File: src/sv/lbm_ram.sv
// Generic single-write, single-read RAM with registered read data.
// No package dependency.
`timescale 1ns / 1ps
`default_nettype none

module lbm_ram #(
	parameter int WIDTH = 8,
	parameter int DEPTH = 16
) (
	input  wire logic                     clk,
	input  wire logic                     we,
	input  wire logic [$clog2(DEPTH)-1:0] waddr,
	input  wire logic [WIDTH-1:0]         wdata,
	input  wire logic [$clog2(DEPTH)-1:0] raddr,
	output logic      [WIDTH-1:0]         rdata
);

	logic [WIDTH-1:0] mem_q [DEPTH];

	always_ff @(posedge clk) begin
		if (we) begin
			mem_q[waddr] <= wdata;
		end
		rdata <= mem_q[raddr];
	end

endmodule

`default_nettype wire

File: config.mk
export PLATFORM = sky130hd
export DESIGN_NAME = lbm_ram
export DESIGN_NICKNAME = d
export VERILOG_FILES = /design/src/sv/lbm_ram.sv
export SDC_FILE = /design/constraint.sdc
export NUM_CORES = 1
export LEC_CHECK = 0
export ABC_AREA = 1
export BUFFER_PORTS_ARGS = -buffer_cell sky130_fd_sc_hd__buf_2
export CORE_ASPECT_RATIO = 0.6
export CORE_MARGIN = 3
export CORE_UTILIZATION = 40
export CTS_CLUSTER_SIZE = 30
export DETAILED_ROUTE_END_ITERATION = 8
export PLACE_DENSITY = 0.6
export SLEW_MARGIN = 10
export SYNTH_ARGS = -nofsm -noshare
export SYNTH_HDL_FRONTEND = slang
export SYNTH_SLANG_ARGS = --single-unit
export TNS_END_PERCENT = 50
File: constraint.sdc
create_clock -name clk -period 4.1 [get_ports clk]
set_input_delay 1.025 -clock clk [delete_from_list [all_inputs] [get_ports clk]]
set_output_delay 1.025 -clock clk [all_outputs]
set_load 0.005 [all_outputs]
-- Word level (Yosys, flattened, before mapping)
Memory sizes are Yosys's and may differ from the RTL's. A register that Yosys moved wholly into a read port is not among the register bits.
Index checks and enable logic that the tools add are counted.
- bitwise gates (word level): 0
- $mul: 0
- magnitude comparators: 0
- add/sub/neg operators: 0
- shifts and indexed selects: 0
- reductions and logical operators: 0
- div/mod/pow operators: 0
- mux-type cells: 2
- equal/unequal tests: 0
- operator list (kind ; number):
    $mux 1 ; 2
- memories: 1
- output and inout bits: 8
- logic and storage cells: 3
- register bits: 0
- bits in writable memories: 128
- bits of input ports: 18
- bits in read-only memories: 0
- bits in latches: 0
- memory list (name ; depth ; bits a word ; read ports ; clocked after Yosys merged registers in ; write ports ; line ; RTL):
    mem_q ; 16 ; 8 ; 1 ; 1 ; 1 ; 18 ; logic [WIDTH-1:0] mem_q [DEPTH];

-- Longest topological paths before layout
- depth after elaboration: 2
- gate-level depth with buffers: 8

-- Worst setup path before layout
OpenSTA, ideal clock, no wires.
- path type: input to register
- from: in waddr[2]
- to: mem mem_q[10][0], enable pin
- required time: 3730 ps
- stages: 2
- setup time: 370 ps
- slack: 2124 ps
- buffers on the path: 0
- arrival: 1606 ps
- cell sequence: nand3b_1 -> nor2_1
- RTL lines (element ; line ; RTL):
    start: declaration ; 12 ; input wire logic [$clog2(DEPTH)-1:0] waddr,
    end: declaration ; 18 ;
Straight into the memory's write port.

==> flow_summary.ini <==
[run_status]
status = completed

[critical_path]
path_delay_family = buffers and inverters
crit_required_ps = 4410
crit_arrival_ps = 2580
crit_path_end_kind = flop
crit_type = input port to flop
start_kind = input port
critical_path.most_common_cell = nand3_1
cp_max_fo = 42
cp_num_buf_inv = 3
cp_cell_sequence = buf_2, inv_2, buf_4, nand2_1, nand3_1, nand3_1, nand3_1, nand2_1
critPathSlowestCell = inv_2
max_stage_delay_ps = 560

[place]
routabilityCongestion = 0.8241
dpl.hpwl_mm = 8.433
portBuffers = 25
place_area_um2 = 5988

[cells_and_area]
final_common_cell = nand2_1
nets = 592
drive_gt1_frac = 0.1005
final_cell_mix = 173 x nand2_1, 128 x edfxtp_1, 100 x inv_1
stdcell_area_um2 = 6624
area_delta_synth_final_pct = 14.86

[synthesis]
synth_top_area_share = 0.6665
synth_seq_cells = 136
synth_area_per_cell_um2 = 10.47
synthCells = 551
ys_types = 12
ys_seq_area_frac = 0.6943
syn-cell-area_um2 = 5767
synth.area.top_cells = edfxtp_1 67%, nand2_1 11%, nand3_1 8.4%
ys_warn_count = 0
synth_fp_nets = 569
synth_top_area_cell = edfxtp_1

[clocking]
postCtsSetupRepairBufs = 0
clk_latency_ps = 420
cts-buffers-inserted = 17
ctsHtreeMaxLevel = 4
cts.clk_slew.worst_paths_ps = 60
clock-sinks = 136
post_cts_resized = 0
clockBufferDepth = 2
cts_tree = yes
root_buffer = clkbuf_16
holdBufCountCts = 0

[pwr]
sw_frac_of_total = 0.2109
total_power_uw = 3387
seqPwrFrac = 0.462
p_leak_uw = 0.002830
p_int_uw = 2672
p_per_area_nw_per_um2 = 511.3
combPwrFrac = 0.055
pwr-share-clk = 0.483
irDropWorstVdd_mv = 0.2398
p_sw_uw = 714.1

[global_routing]
grt_pass1_vias = 3381
grt_max_degree = 65
antenna_found_initial = 0
grt_pass1_wl_mm = 20.80
grt_usage = 0.1802
grt-ovfl-total = 0

[floorplanning]
rows = 33
start_util = 0.4157
core_um2 = 13870
io_pins = 26
die-area_um2 = 15940
die_w_um = 161.0
fp.dieH_um = 99.01

[worst_hold_path]
hold_class = flop to flop

[route]
firstDrtPassIters = 5
drc = 0
vias_per_cell = 4.828
vias = 3766
drt_iter0_markers = 437
antenna_left = 0
routed_wl_mm = 13.62
routedWlPerCell_um = 17.46

[timing]
tightest_slew_ps = 885.9
final-setup-viol-count = 0
clock_skew_ps = 5.615
drv_slew = 0
rsz0062_at_grt = false
post-route-min-period_ps = 2273
hold_viol = 0
post-route-period-util = 0.5543
final.setup.tns_ps = 0
relSlewSlack = 0.4072
fmaxAchievable_mhz = 440.0

[run]
drv_cap = 0
-- metal layers --
layer | vias up | global-route usage | share of wire
met5 | - | 0 | 0
li1 | 1824 | - | -
met4 | 0 | 0.05354 | 0.011
met3 | 12 | 0.04578 | 0.087
met1 | 1799 | 0.2985 | 0.51
met2 | 131 | 0.2250 | 0.39
-- stage by stage --
stage            util  worst slack (ps)  std cells  hold WS (ps)
6_report       0.4775              1827        780         705.3
5_1_grt        0.4773              1664        779         755.6
4_1_cts        0.4773              1841        779         709.3
3_5_place_dp   0.4316              1399        747         683.9
3_3_place_gp   0.4316              1408        747         656.0
2_1_floorplan       -              2124        551         607.4
-- flip-flops by register name (all words and copies together), names as in the netlist --
| signal | flops |
|---|---|
| mem_q | 128 |
| rdata | 8 |
-- kinds of logic after synthesis --
family	share of synthesized area
flip-flops	0.6943
AND/OR/NAND/NOR	0.2105
buffers and inverters	0.09525
-- synthesized netlist by cell type --
cell type,count
dfxtp_1,8
nor2_1,17
buf_2,13
buf_6,6
nand3b_1,2
buf_4,4
inv_1,100
inv_2,2
nand2_1,173
edfxtp_1,128
nand3_1,97
buf_1,1
-- worst min-delay path: stages (launching register included) --
cell,delay [ps]
edfxtp_1,320
inv_1,40
nand2_1,50
nand3_1,70
nand3_1,80
nand3_1,60
nand2_1,60
-- path summary, 6_finish.rpt --
check | cells after the start | slack [ps] | startpoint | to
max | 8 | 1830 | raddr[0] | rdata[1]
min | 6 | 710 | mem_q[1][3] | rdata[3]
max reg2reg | 6 | 3010 | mem_q[10][4] | rdata[4]
min reg2reg | 6 | 710 | mem_q[1][3] | rdata[3]
-- power by group through the flow --
stage               registers (uW)  logic, uW  clock network, uW
finish                        1560        187               1630
global route                  1570        210               1720
CTS                           1560        187               1650
detailed placement            1590        187                  0
global placement              1590        183                  0
floorplan                     1590        110                  0
-- cell type report --
| type | instances | area (um^2) |
|---|---|---|
| Antenna cell | 1 | 2.502 |
| Clock buffer | 17 | 425.4 |
| Clock inverter | 15 | 207.7 |
| Fill cell | 1291 | 7249 |
| Inverter | 102 | 382.9 |
| Multi-Input combinational cell | 289 | 1214 |
| Sequential cell | 136 | 4004 |
| Tap cell | 192 | 240.2 |
| Timing Repair Buffer | 28 | 147.6 |
No activity file was read; power rests on OpenSTA's default activity.
