==> src/sv/lbm_pkg.sv <==
// Shared types, sizes and codes for the learning bridge MAC table.
// No dependencies; lbm_if, lbm_cmp and the core import this package.
`timescale 1ns / 1ps
`default_nettype none

package lbm_pkg;

	localparam int ENTRIES  = 64;
	localparam int PORTS    = 8;
	localparam int IDX_W    = $clog2(ENTRIES);
	localparam int CNT_W    = $clog2(ENTRIES + 1);
	localparam int MAC_W    = 48;
	localparam int PORT_W   = 3;
	localparam int MASK_W   = 8;
	localparam int ACT_W    = 2;
	localparam int TIME_W   = 32;
	localparam int CFG_W    = 16;
	localparam int CFG_IDX_W = 2;

	// Ports that exist, limited to the width of forward_mask
	localparam logic [MASK_W-1:0] PORT_ALL =
		(PORTS >= MASK_W) ? {MASK_W{1'b1}} : MASK_W'((1 << PORTS) - 1);

	// Aging limit after reset, in ticks
	localparam logic [CFG_W-1:0] AGE_LIMIT_RESET = CFG_W'(230);

	// Operation codes
	localparam logic OP_FRAME = 1'b0;
	localparam logic OP_TICK  = 1'b1;

	// Action codes
	localparam logic [ACT_W-1:0] ACT_DROP   = 2'd0;
	localparam logic [ACT_W-1:0] ACT_FLOOD  = 2'd1;
	localparam logic [ACT_W-1:0] ACT_FWD    = 2'd2;
	localparam logic [ACT_W-1:0] ACT_FILTER = 2'd3;

	// Register indexes
	localparam logic [CFG_IDX_W-1:0] REG_AGE_LIMIT     = 2'd0;
	localparam logic [CFG_IDX_W-1:0] REG_BLOCKED_MASK  = 2'd1;
	localparam logic [CFG_IDX_W-1:0] REG_FLOOD_EXCLUDE = 2'd2;

	typedef struct packed {
		logic [MAC_W-1:0]  addr;
		logic [PORT_W-1:0] port;
		logic [TIME_W-1:0] stamp;
	} entry_t;

	localparam int ENTRY_W = $bits(entry_t);

	typedef struct packed {
		logic src_eq;
		logic dst_eq;
		logic aged;
	} cmp_t;

endpackage

`default_nettype wire

==> src/sv/lbm_cmp.sv <==
// Shared compare unit: matches one table entry against source and destination
// and checks its age. Depends on lbm_pkg.
`timescale 1ns / 1ps
`default_nettype none

module lbm_cmp (
	input  wire lbm_pkg::entry_t                  entry,
	input  wire logic [lbm_pkg::MAC_W-1:0]        src,
	input  wire logic [lbm_pkg::MAC_W-1:0]        dst,
	input  wire logic [lbm_pkg::TIME_W-1:0]       now,
	input  wire logic [lbm_pkg::CFG_W-1:0]        age_limit,
	output lbm_pkg::cmp_t                         res
);
	import lbm_pkg::*;

	logic [TIME_W-1:0] age;

	always_comb begin
		age        = now - entry.stamp;  // wraps modulo 2^32
		res.src_eq = (entry.addr == src);
		res.dst_eq = (entry.addr == dst);
		res.aged   = (age > TIME_W'(age_limit));
	end

endmodule

`default_nettype wire
==> config.mk <==
export PLATFORM = sky130hd
export DESIGN_NAME = lbm_cmp
export DESIGN_NICKNAME = d
export VERILOG_FILES = /design/src/sv/lbm_pkg.sv /design/src/sv/lbm_cmp.sv
export SDC_FILE = /design/constraint.sdc
export NUM_CORES = 1
export LEC_CHECK = 0
export ABC_CLOCK_PERIOD_IN_PS = 7100
export BUFFER_PORTS_ARGS = -buffer_cell sky130_fd_sc_hd__buf_4
export CAP_MARGIN = 20
export CORE_MARGIN = 8
export CORE_UTILIZATION = 48
export DETAILED_ROUTE_END_ITERATION = 10
export GPL_TIMING_DRIVEN = 0
export PLACE_DENSITY = 0.9
export SLEW_MARGIN = 20
export SYNTH_ARGS = -nofsm -noshare
export SYNTH_HDL_FRONTEND = slang
export SYNTH_SLANG_ARGS = --single-unit
==> constraint.sdc <==
create_clock -name vclk -period 7.1
set_input_delay 0.355 -clock vclk [all_inputs]
set_output_delay 0.355 -clock vclk [all_outputs]
set_load 0.02 [all_outputs]
Yosys cells after proc, flatten, opt, wreduce, memory -nomap -nowiden
Index checks and enable logic that the tools add are counted.
{"block": "totals", "in_bits": 227, "output_inout_bits": 3, "elab_cells": 4, "register_bits": 0}
{"block": "op_classes", "addsub": 1, "n_lt_le_gt_ge": 1, "eq_ne": 2}
{"op": "$eq 48x48->1", "count": 2}
{"op": "$gt 32x16->1", "count": 1}
{"op": "$sub 32x32->32", "count": 1}

Logic depth before layout (Yosys ltp)
Gate-level depths: netlist of the first run.
{"block": "depth", "ltp_word": 2, "ltp_mapped": 21, "mapped_depth_nobuf": 21}

Worst setup path after synthesis of the first run
OpenSTA, ideal clock, no wires.
{"block": "synth_path", "kind": "in2out", "startpoint": "input entry[4] in the netlist's numbering", "endpoint": "output res[0] in the netlist's numbering", "cell_stages": 19, "arrival_time_ns": 3.660, "slack_ns": 3.085, "required_ns": 6.745, "path_buffers": 0, "path_cell_list": "inv_1 -> ha_1 -> a21o_1 -> a21o_1 -> or2_1 -> and2_1 -> o21ai_1 -> nand2b_1 -> a21oi_1 -> o21bai_1 -> xor2_1 -> ha_1 -> nand4_1 -> nor4_1 -> a22oi_1 -> nor3_1 -> nor4b_1 -> and4b_1 -> nand4_1"}
{"item": "start: declaration", "line_no": "lbm_cmp.sv:7", "text": "input wire lbm_pkg::entry_t entry,"}
{"item": "end: declaration", "line_no": "lbm_cmp.sv:12", "text": "output lbm_pkg::cmp_t res"}

==> qor.txt, run 1 <==
chip height: 100.7 um
startpoint types: input pin
Pre-antenna DRT Iters: 5
crit path setup slack, layout: 2287 ps
Area Overhead vs Synth: 53.05%
initial DRC count: 312
Synth area leaders: xor2_1 (26%), ha_1 (17%), inv_1 (5.9%), a21oi_1 (5.1%), nor4_1 (4.7%)
routability cong.: 0.9290
status: finished, final reports clean
top cell type's share of synthesized area: 26.43%
leakage: 2.792 nW
vias: 4365
mapped cell area: 3446 um2
critical path class: input pin to primary output
most common cell after layout, fill and taps aside: buf_4
Layout clock buffers: 0
commonest cells after routing, fill and taps aside: buf_4 (228), xor2_1 (104), inv_1 (54)
Synth Warn #: 0
Port Buffer Count: 227
cts repair resizes: 0
fin crit period: 4813 ps
layout cell share with drive strength beyond 1: 36.30%
synthesized instance count: 470
post-route setup TNS: 0 ps
CP arrival: 4460 ps
final period utilization: 67.79%
CP Max Fanout: 4
Ports: 230
RSZ-0062 raised after global routing: no
Post-CTS Repair Setup Buffers: 0
Nets: 974
FF+latch count: 0
Least-Margin Pin Slew: 649.3 ps
total gr overflow: 0
Post-DP HPWL: 12870 um
Post-CTS Hold Buffers: 0
Req. time, crit path: 6740 ps
GRT Overall Usage: 26.57%
largest area contributor in the netlist: xor2_1
post-route ant nets: 0
largest net degree at the start of global routing: 11
pwr/cell area: 76.51 nW/um2
die area: 10150 um2
Die Width: 100.7 um
max cap viols: 0
first-pass GRT wire length: 21730 um
syn_nets: 745
Crit. End Element: primary output
antenna violations before repair: 0
Fmax: 207.8 MHz
worst hold path type: input pin to primary output
final setup violation count: 0
ANT cells: 0
Mapped Avg Cell Area: 7.331 um2
peak supply drop: 0.03546 mV
core footprint: 7098 um2
Worst Setup Slack post-DPL: 2398 ps
Max-slew headroom: 56.32%
Netlist cell types: 66
Final Max Slew Viols: 0
Seq/Total Area, Yosys: 0%
WL per Instance: 17.62 um
vias in the first global route: 4563
Register Area: 0 um2
Initial Util: 48.55%
overall routed net length: 14020 um
via-per-instance ratio: 5.484
Cell Rows: 31
# DRC: 0
Hold Fails Final Rpt: 0
[Yosys cell counts, drive strengths merged (8+ instances only)]
library cell  instances
inv                  54
a21o                 12
o21a                  8
ha                   47
xnor2                14
a21oi                37
o21ai                15
xor2                104
nor4                 26
nor2                 22
nand4                14
nand3                 8
nand2                24
[per-stage QoR]
stage	instances	util [%]	hold WS (ps)	power [W]	area (um2)
final	796	74.30	1203	0.0004035	5274
after floorplan	470	-	1018	0.0002328	3446
after global routing	796	74.30	1230	0.0004436	5274
after CTS	796	74.30	1211	0.0004003	5274
after detailed placement	796	74.30	1211	0.0003980	5274
after global placement	796	74.30	1216	0.0003842	5274
[worst max-delay path, stage by stage]
cell and delay (ps):
buf_4 110, ha_1 210, fa_1 400, nor2b_1 200
o2111a_1 220, or2_1 210, and2_1 180, o21ai_1 60
nand2b_1 110, a21oi_1 80, o21bai_1 160, xor2_1 100
ha_1 300, nand4_1 120, nor4_1 420, a22oi_1 150
nor3_1 230, nor4b_1 280, and4b_1 280, nand4_1 100
buf_4 170
[logic make-up after synthesis]
family          synth area share (%)
buf+inv                        8.206
mux                           0.2905
simple gates                   19.25
compound gates                 24.62
fa+ha+maj                      17.65
xor+xnor                       29.99
[final timing paths]
check	to	slack (ps)	cells after the start	from
setup / recovery	res[0]	2290	21	entry[0]
hold / removal	res[0]	1200	5	now[31]
[per-layer routing]
metal | up-vias | share of wire (%) | routed length [um] | GRT usage (%)
li1 | 2144 | - | - | -
met1 | 1970 | 36 | 5040 | 26.67
met2 | 207 | 50 | 7033 | 49.21
met3 | 44 | 10 | 1458 | 9.530
met4 | 0 | 3.5 | 491 | 8.953
met5 | - | 0 | 0 | 0
[report_power, final]
part	internal, W	total (W)	switching [W]
Clock	0	0	0
Combinational	0.000208	0.000404	0.000196
Sequential	0	0	0
Total	0.000208	0.000404	0.000196
[final cells by class]
type	instances	area, um2
multi-input combinational	407	3163
timing repair buffer	227	1704
tap	99	123.9
inverter	54	202.7
fill	559	1824
buffer	9	80.08
(Power assumes the default switching activity.)
==> inputs of run 2 (changes only) <==
- ABC_CLOCK_PERIOD_IN_PS: 7100 -> 3900
- CORE_UTILIZATION: 48 -> 40
- PLACE_DENSITY: 0.9 -> 0.8
- clock period: 7.1 -> 3.9 ns (I/O delays scaled with it)
==> qor.txt, run 2 (synthesized netlist as in run 1, its figures left out) <==
WL per Instance: 17.60 um (was 17.62 um)
largest net degree at the start of global routing: 11 (unchanged)
Worst Setup Slack post-DPL: -569.1 ps (was 2398 ps)
fillcell total: 736 (was 559)
antenna violations before repair: 0 (unchanged)
peak supply drop: 0.07116 mV (was 0.03546 mV)
final period utilization: 104.0%
Area Overhead vs Synth: 59.15% (was 53.05%)
Comb pwr share: 100.0% (about the same)
overall routed net length: 14360 um (was 14020 um)
Die Width: 108.8 um (was 100.7 um)
pwr/cell area: 141.7 nW/um2 (was 76.51 nW/um2)
Post-CTS Hold Buffers: 0 (unchanged)
sequential power share: 0% (about the same)
# DRC: 0 (unchanged)
vias: 4320 (was 4365)
Switch Pwr: 0.0003721 W (was 0.0001960 W)
layout cell share with drive strength beyond 1: 39.41% (was 36.30%)
routability cong.: 0.9816 (was 0.9290)
Hold Fails Final Rpt: 0 (unchanged)
crit path setup slack, layout: -155.2 ps (was 2287 ps)
final setup violation count: 1 (was 0)
post-route ant nets: 0 (unchanged)
initial DRC count: 192 (was 312)
worst hold path type: input pin to primary output (unchanged)
RSZ-0062 raised after global routing: yes (was no)
Hold EP: res[0] (unchanged)
Post-DP HPWL: 12940 um (was 12870 um)
first-pass GRT wire length: 22100 um (was 21730 um)
Least-Margin Pin Slew: 553.9 ps (was 649.3 ps)
Initial Util: 40.30% (was 48.55%)
Non-Filler Instances: 816 (was 796)
Pint: 0.0004048 W (was 0.0002075 W)
placed cells: 805 (was 796)
GRT Overall Usage: 22.93% (was 26.57%)
max cap viols: 0 (unchanged)
total power: 0.0007769 W (was 0.0004035 W)
total gr overflow: 0 (unchanged)
Register Area: 0 um2 (unchanged)
switching part of the total: 47.89% (was 48.56%)
hold-critical path depth: 5 (unchanged)
critical path class: input pin to primary output (unchanged)
multi-input gate area in the final layout: 3269 um2 (was 3163 um2)
die area: 11840 um2 (was 10150 um2)
Clock power frac: 0% (about the same)
leakage: 2.869 nW (was 2.792 nW)
startpoint types: input pin (unchanged)
Nets: 985 (was 974)
hold_sp: now[31] (unchanged)
Fmax: 246.6 MHz
Port Buffer Count: 227 (unchanged)
Req. time, crit path: 3700 ps (was 6740 ps)
FF+latch count: 0 (unchanged)
ANT cells: 0 (unchanged)
Crit. End Element: primary output (unchanged)
failing checks: setup timing
most common cell after layout, fill and taps aside: buf_4 (unchanged)
Pre-antenna DRT Iters: 4 (was 5)
Final Core Density: 64.14% (was 74.30%)
via-per-instance ratio: 5.294 (was 5.484)
Layout clock buffers: 0 (unchanged)
CP Max Fanout: 5 (was 4)
status: finished with violations (was finished, final reports clean)
Cell Rows: 34 (was 31)
vias in the first global route: 4526 (was 4563)
Ports: 230 (unchanged)
chip height: 108.8 um (was 100.7 um)
core footprint: 8551 um2 (was 7098 um2)
Max-slew headroom: 62.73% (was 56.32%)
Final Max Slew Viols: 0 (unchanged)
CP arrival: 3860 ps (was 4460 ps)
fin crit period: 4055 ps
commonest cells after routing, fill and taps aside: buf_4 (237), xor2_1 (104), inv_1 (53) (was buf_4 (228), xor2_1 (104), inv_1 (54))
## run 2: cell types whose count changed in the layout (fill, tap and decap cells not counted), moves of 2 or more
cell and delta:
buf_4 +9, buf_6 +2, ha_1 -3, ha_4 +3
## run 2: worst max path at each step
stage | start | to | slack (ps) | cells after the start
after CTS | now[0] | res[0] | -120 | 23
final | entry[4] | res[0] | -160 | 19
after detailed placement | entry[0] | res[0] | -570 | 21
after floorplan | entry[4] | res[0] | 210 | 19
after global placement | entry[0] | res[0] | -440 | 21
after global routing | now[0] | res[0] | -370 | 23
## run 2: timing repair
item                       CTS  global route
setup endpoints to repair    1             1
buffers inserted            10             1
resized for setup           18             5
pin swaps                   17            12
cloned                       0             0
## run 2: area by class of cell
cell class         count  share of cell area [%]
repair buffers       238                   32.72
inverters             54                   3.742
multi-input cells    407                   59.62
plain buffers          9                   1.460
well taps            108                   2.464
## run 2: routing by layer
metal | GRT usage, % | part of all wire [%] | vias to the layer above
met4 | 3.226 | 1.5 | 0
met1 | 24.72 | 38 | 1968
li1 | - | - | 2167
met2 | 44.51 | 52 | 169
met3 | 5.733 | 8.8 | 16
met5 | 0 | 0 | -
## run 2: power by group through the flow
stage | Sequential [W] | Combinational, W | Clock [W]
3_3_place_gp | 0 | 0.000700 | 0
3_5_place_dp | 0 | 0.000722 | 0
4_1_cts | 0 | 0.000760 | 0
6_report | 0 | 0.000777 | 0
2_1_floorplan | 0 | 0.000424 | 0
5_1_grt | 0 | 0.000853 | 0
## run 2: critical path, stage by stage
cell      delay, ps
buf_4           110
inv_1            80
ha_4            230
a21o_1          200
a31o_4          220
o21a_1          230
a211o_1         310
a21oi_2         190
xnor2_1         160
ha_1            290
nand4_1         190
nor2_1           90
a221oi_2        250
a22oi_2         130
nor3_2          210
nor4b_4         220
and4b_1         240
nand4_1         110
buf_4           180
## run 2: through the flow
| stage | instance area (um2) | hold slack [ps] | setup TNS, ps |
|---|---|---|---|
| finish | 5484 | 899.5 | -155.2 |
| global route | 5484 | 934.3 | -366.9 |
| CTS | 5444 | 890.7 | -121.9 |
| detailed placement | 5285 | 890.4 | -569.1 |
| global placement | 5285 | 896.8 | -440.2 |
| floorplan | 3446 | 698.2 | 0 |
==> inputs of run 3 (changes only) <==
- ABC_AREA: not set -> 1
- ABC_CLOCK_PERIOD_IN_PS: 3900 -> 3400
- CORE_UTILIZATION: 40 -> 44
- PLACE_DENSITY: 0.8 -> 0.82
- clock period: 3.9 -> 3.4 ns (I/O delays scaled with it)
==> qor.txt, run 3 <==
mapped cell area: 4309 um2 (was 3446 um2)
critical path class: input pin to primary output (unchanged)
Post-CTS Hold Buffers: 0 (unchanged)
Final Max Slew Viols: 0 (unchanged)
multi-input gate area in the final layout: 3607 um2 (was 3269 um2)
final period utilization: 92.29%
FF+latch count: 0 (unchanged)
most instantiated cells after synthesis: nand2_1 (279), inv_1 (184), nor2_1 (62), xnor2_1 (57), ha_1 (47) (was xor2_1 (104), inv_1 (54), ha_1 (47), a21oi_1 (35), nor4_1 (26))
startpoint types: input pin (unchanged)
Port Buffer Count: 227 (unchanged)
Req. time, crit path: 3230 ps (was 3700 ps)
RSZ-0062 raised after global routing: no (was yes)
Synth area leaders: nand2_1 (24%), inv_1 (16%), ha_1 (14%), xnor2_1 (12%), xor2_1 (8.3%) (was xor2_1 (26%), ha_1 (17%), inv_1 (5.9%), a21oi_1 (5.1%), nor4_1 (4.7%))
post-route ant nets: 0 (unchanged)
core footprint: 9639 um2 (was 8551 um2)
routability cong.: 0.8964 (was 0.9816)
Cell Rows: 36 (was 34)
max cap viols: 0 (unchanged)
Layout clock buffers: 0 (unchanged)
Seq/Total Area, Yosys: 0% (unchanged)
worst hold path type: input pin to primary output (unchanged)
Nets: 1323 (was 985)
CP Max Fanout: 3 (was 5)
GRT Overall Usage: 21.28% (was 22.93%)
Mapped Avg Cell Area: 5.261 um2 (was 7.331 um2)
overall routed net length: 14930 um (was 14360 um)
Die Width: 115.0 um (was 108.8 um)
final setup violation count: 0 (was 1)
via-per-instance ratio: 4.635 (was 5.294)
Fmax: 318.7 MHz
initial DRC count: 215 (was 192)
total gr overflow: 0 (unchanged)
antenna violations before repair: 0 (unchanged)
Initial Util: 44.70% (was 40.30%)
# DRC: 0 (unchanged)
largest net degree at the start of global routing: 7 (was 11)
top cell type's share of synthesized area: 24.30% (was 26.43%)
vias: 5465 (was 4320)
Least-Margin Pin Slew: 301.0 ps (was 553.9 ps)
Post-CTS Repair Setup Buffers: 0 (was 10)
leakage: 3.809 nW (was 2.869 nW)
cts repair resizes: 0 (was 18)
pwr/cell area: 146.4 nW/um2 (was 141.7 nW/um2)
fillcell total: 965 (was 736)
syn_nets: 1094 (was 745)
Register Area: 0 um2 (unchanged)
vias in the first global route: 5343 (was 4526)
count leader, synth: nand2_1 (was xor2_1)
post-route setup TNS: 0 ps (was -155.2 ps)
largest area contributor in the netlist: nand2_1 (was xor2_1)
status: finished, final reports clean (was finished with violations)
commonest cells after routing, fill and taps aside: nand2_1 (279), buf_4 (227), inv_1 (184) (was buf_4 (237), xor2_1 (104), inv_1 (53))
chip height: 115.0 um (was 108.8 um)
ANT cells: 0 (unchanged)
Hold Fails Final Rpt: 0 (unchanged)
synthesized instance count: 819 (was 470)
Synth Warn #: 0 (unchanged)
Crit. End Element: primary output (unchanged)
Max-slew headroom: 79.75% (was 62.73%)
total power: 0.0009048 W (was 0.0007769 W)
die area: 13220 um2 (was 11840 um2)
peak supply drop: 0.07738 mV (was 0.07116 mV)
Ports: 230 (unchanged)
hold slack: 751.9 ps (was 899.5 ps)
Netlist cell types: 30 (was 66)
Post-DP HPWL: 14060 um (was 12940 um)
Area Overhead vs Synth: 43.41% (was 59.15%)
CP arrival: 2970 ps (was 3860 ps)
layout cell share with drive strength beyond 1: 25.43% (was 39.41%)
fin crit period: 3138 ps
WL per Instance: 12.67 um (was 17.60 um)
Pre-antenna DRT Iters: 5 (was 4)
most common cell after layout, fill and taps aside: nand2_1 (was buf_4)
first-pass GRT wire length: 23200 um (was 22100 um)
[run 3: cell count changes in the layout (fill, tap and decap cells not counted), moves of 10 or more]
cell / previous run / this run
nor2_1: 21 / 62
nand2_1: 22 / 279
nand3_1: 8 / 35
inv_1: 53 / 184
or2_2: 0 / 10
xor2_1: 104 / 41
buf_4: 237 / 227
nor4_1: 25 / 6
xnor2_1: 14 / 57
a21o_1: 11 / 1
nand2_2: 2 / 12
[run 3: kinds of logic after synthesis]
family                   after synthesis  share of synthesized area, %
buffers and inverters                187                         16.29
AO/OA/AOI/OAI                         32                         3.978
adder cells (fa/ha/maj)               48                         14.11
AND/OR/NAND/NOR                      454                         45.70
XOR/XNOR                              98                         19.92
[run 3: report_power, final]
group	total, W	internal, W	leakage, nW	switching, W
clock network	0	0	0	0
logic	0.000905	0.000439	3.81	0.000466
registers	0	0	0	0
[run 3: layer usage]
layer / part of all wire, % / track usage (%)
met1: 36 / 20.67
met3: 10 / 7.300
met2: 51 / 41.31
met5: 0 / 0
met4: 3.0 / 6.130
[run 3: critical path, stage by stage]
cell     delay, ps
buf_4          110
ha_1           220
fa_1           420
inv_1          120
nand2_1         80
nand3_2        120
nand2_1         70
nand2_1        130
xor2_1         170
ha_1           240
nand2_1         60
inv_1           50
o21ai_0         60
nand2_1         90
nor2_1         120
nand2_1         60
nand2_1        100
nand3_1        110
nor2_1          90
nand2_1         60
nor2_1         120
nand2_1         80
buf_4          160
[run 3: final cells by class]
type / instances / area share [%]
Tap cell: 133 / 2.693
Timing Repair Buffer: 227 / 27.58
Multi-Input combinational cell: 632 / 58.37
Inverter: 187 / 11.36
[run 3: per-stage QoR]
step / setup WS [ps] / util [%] / std cells / area (um2)
floorplan: 886.6 / - / 819 / 4309
global placement: 281.6 / 64.11 / 1179 / 6180
detailed placement: 264.0 / 64.11 / 1179 / 6180
CTS: 246.0 / 64.11 / 1179 / 6180
global route: 4.698 / 64.11 / 1179 / 6180
finish: 262.2 / 64.11 / 1179 / 6180
[run 3: path summary, 6_finish.rpt]
check	end	start	cells past startpoint
worst max-delay path	res[0]	entry[0]	23
worst min-delay path	res[2]	src[3]	5
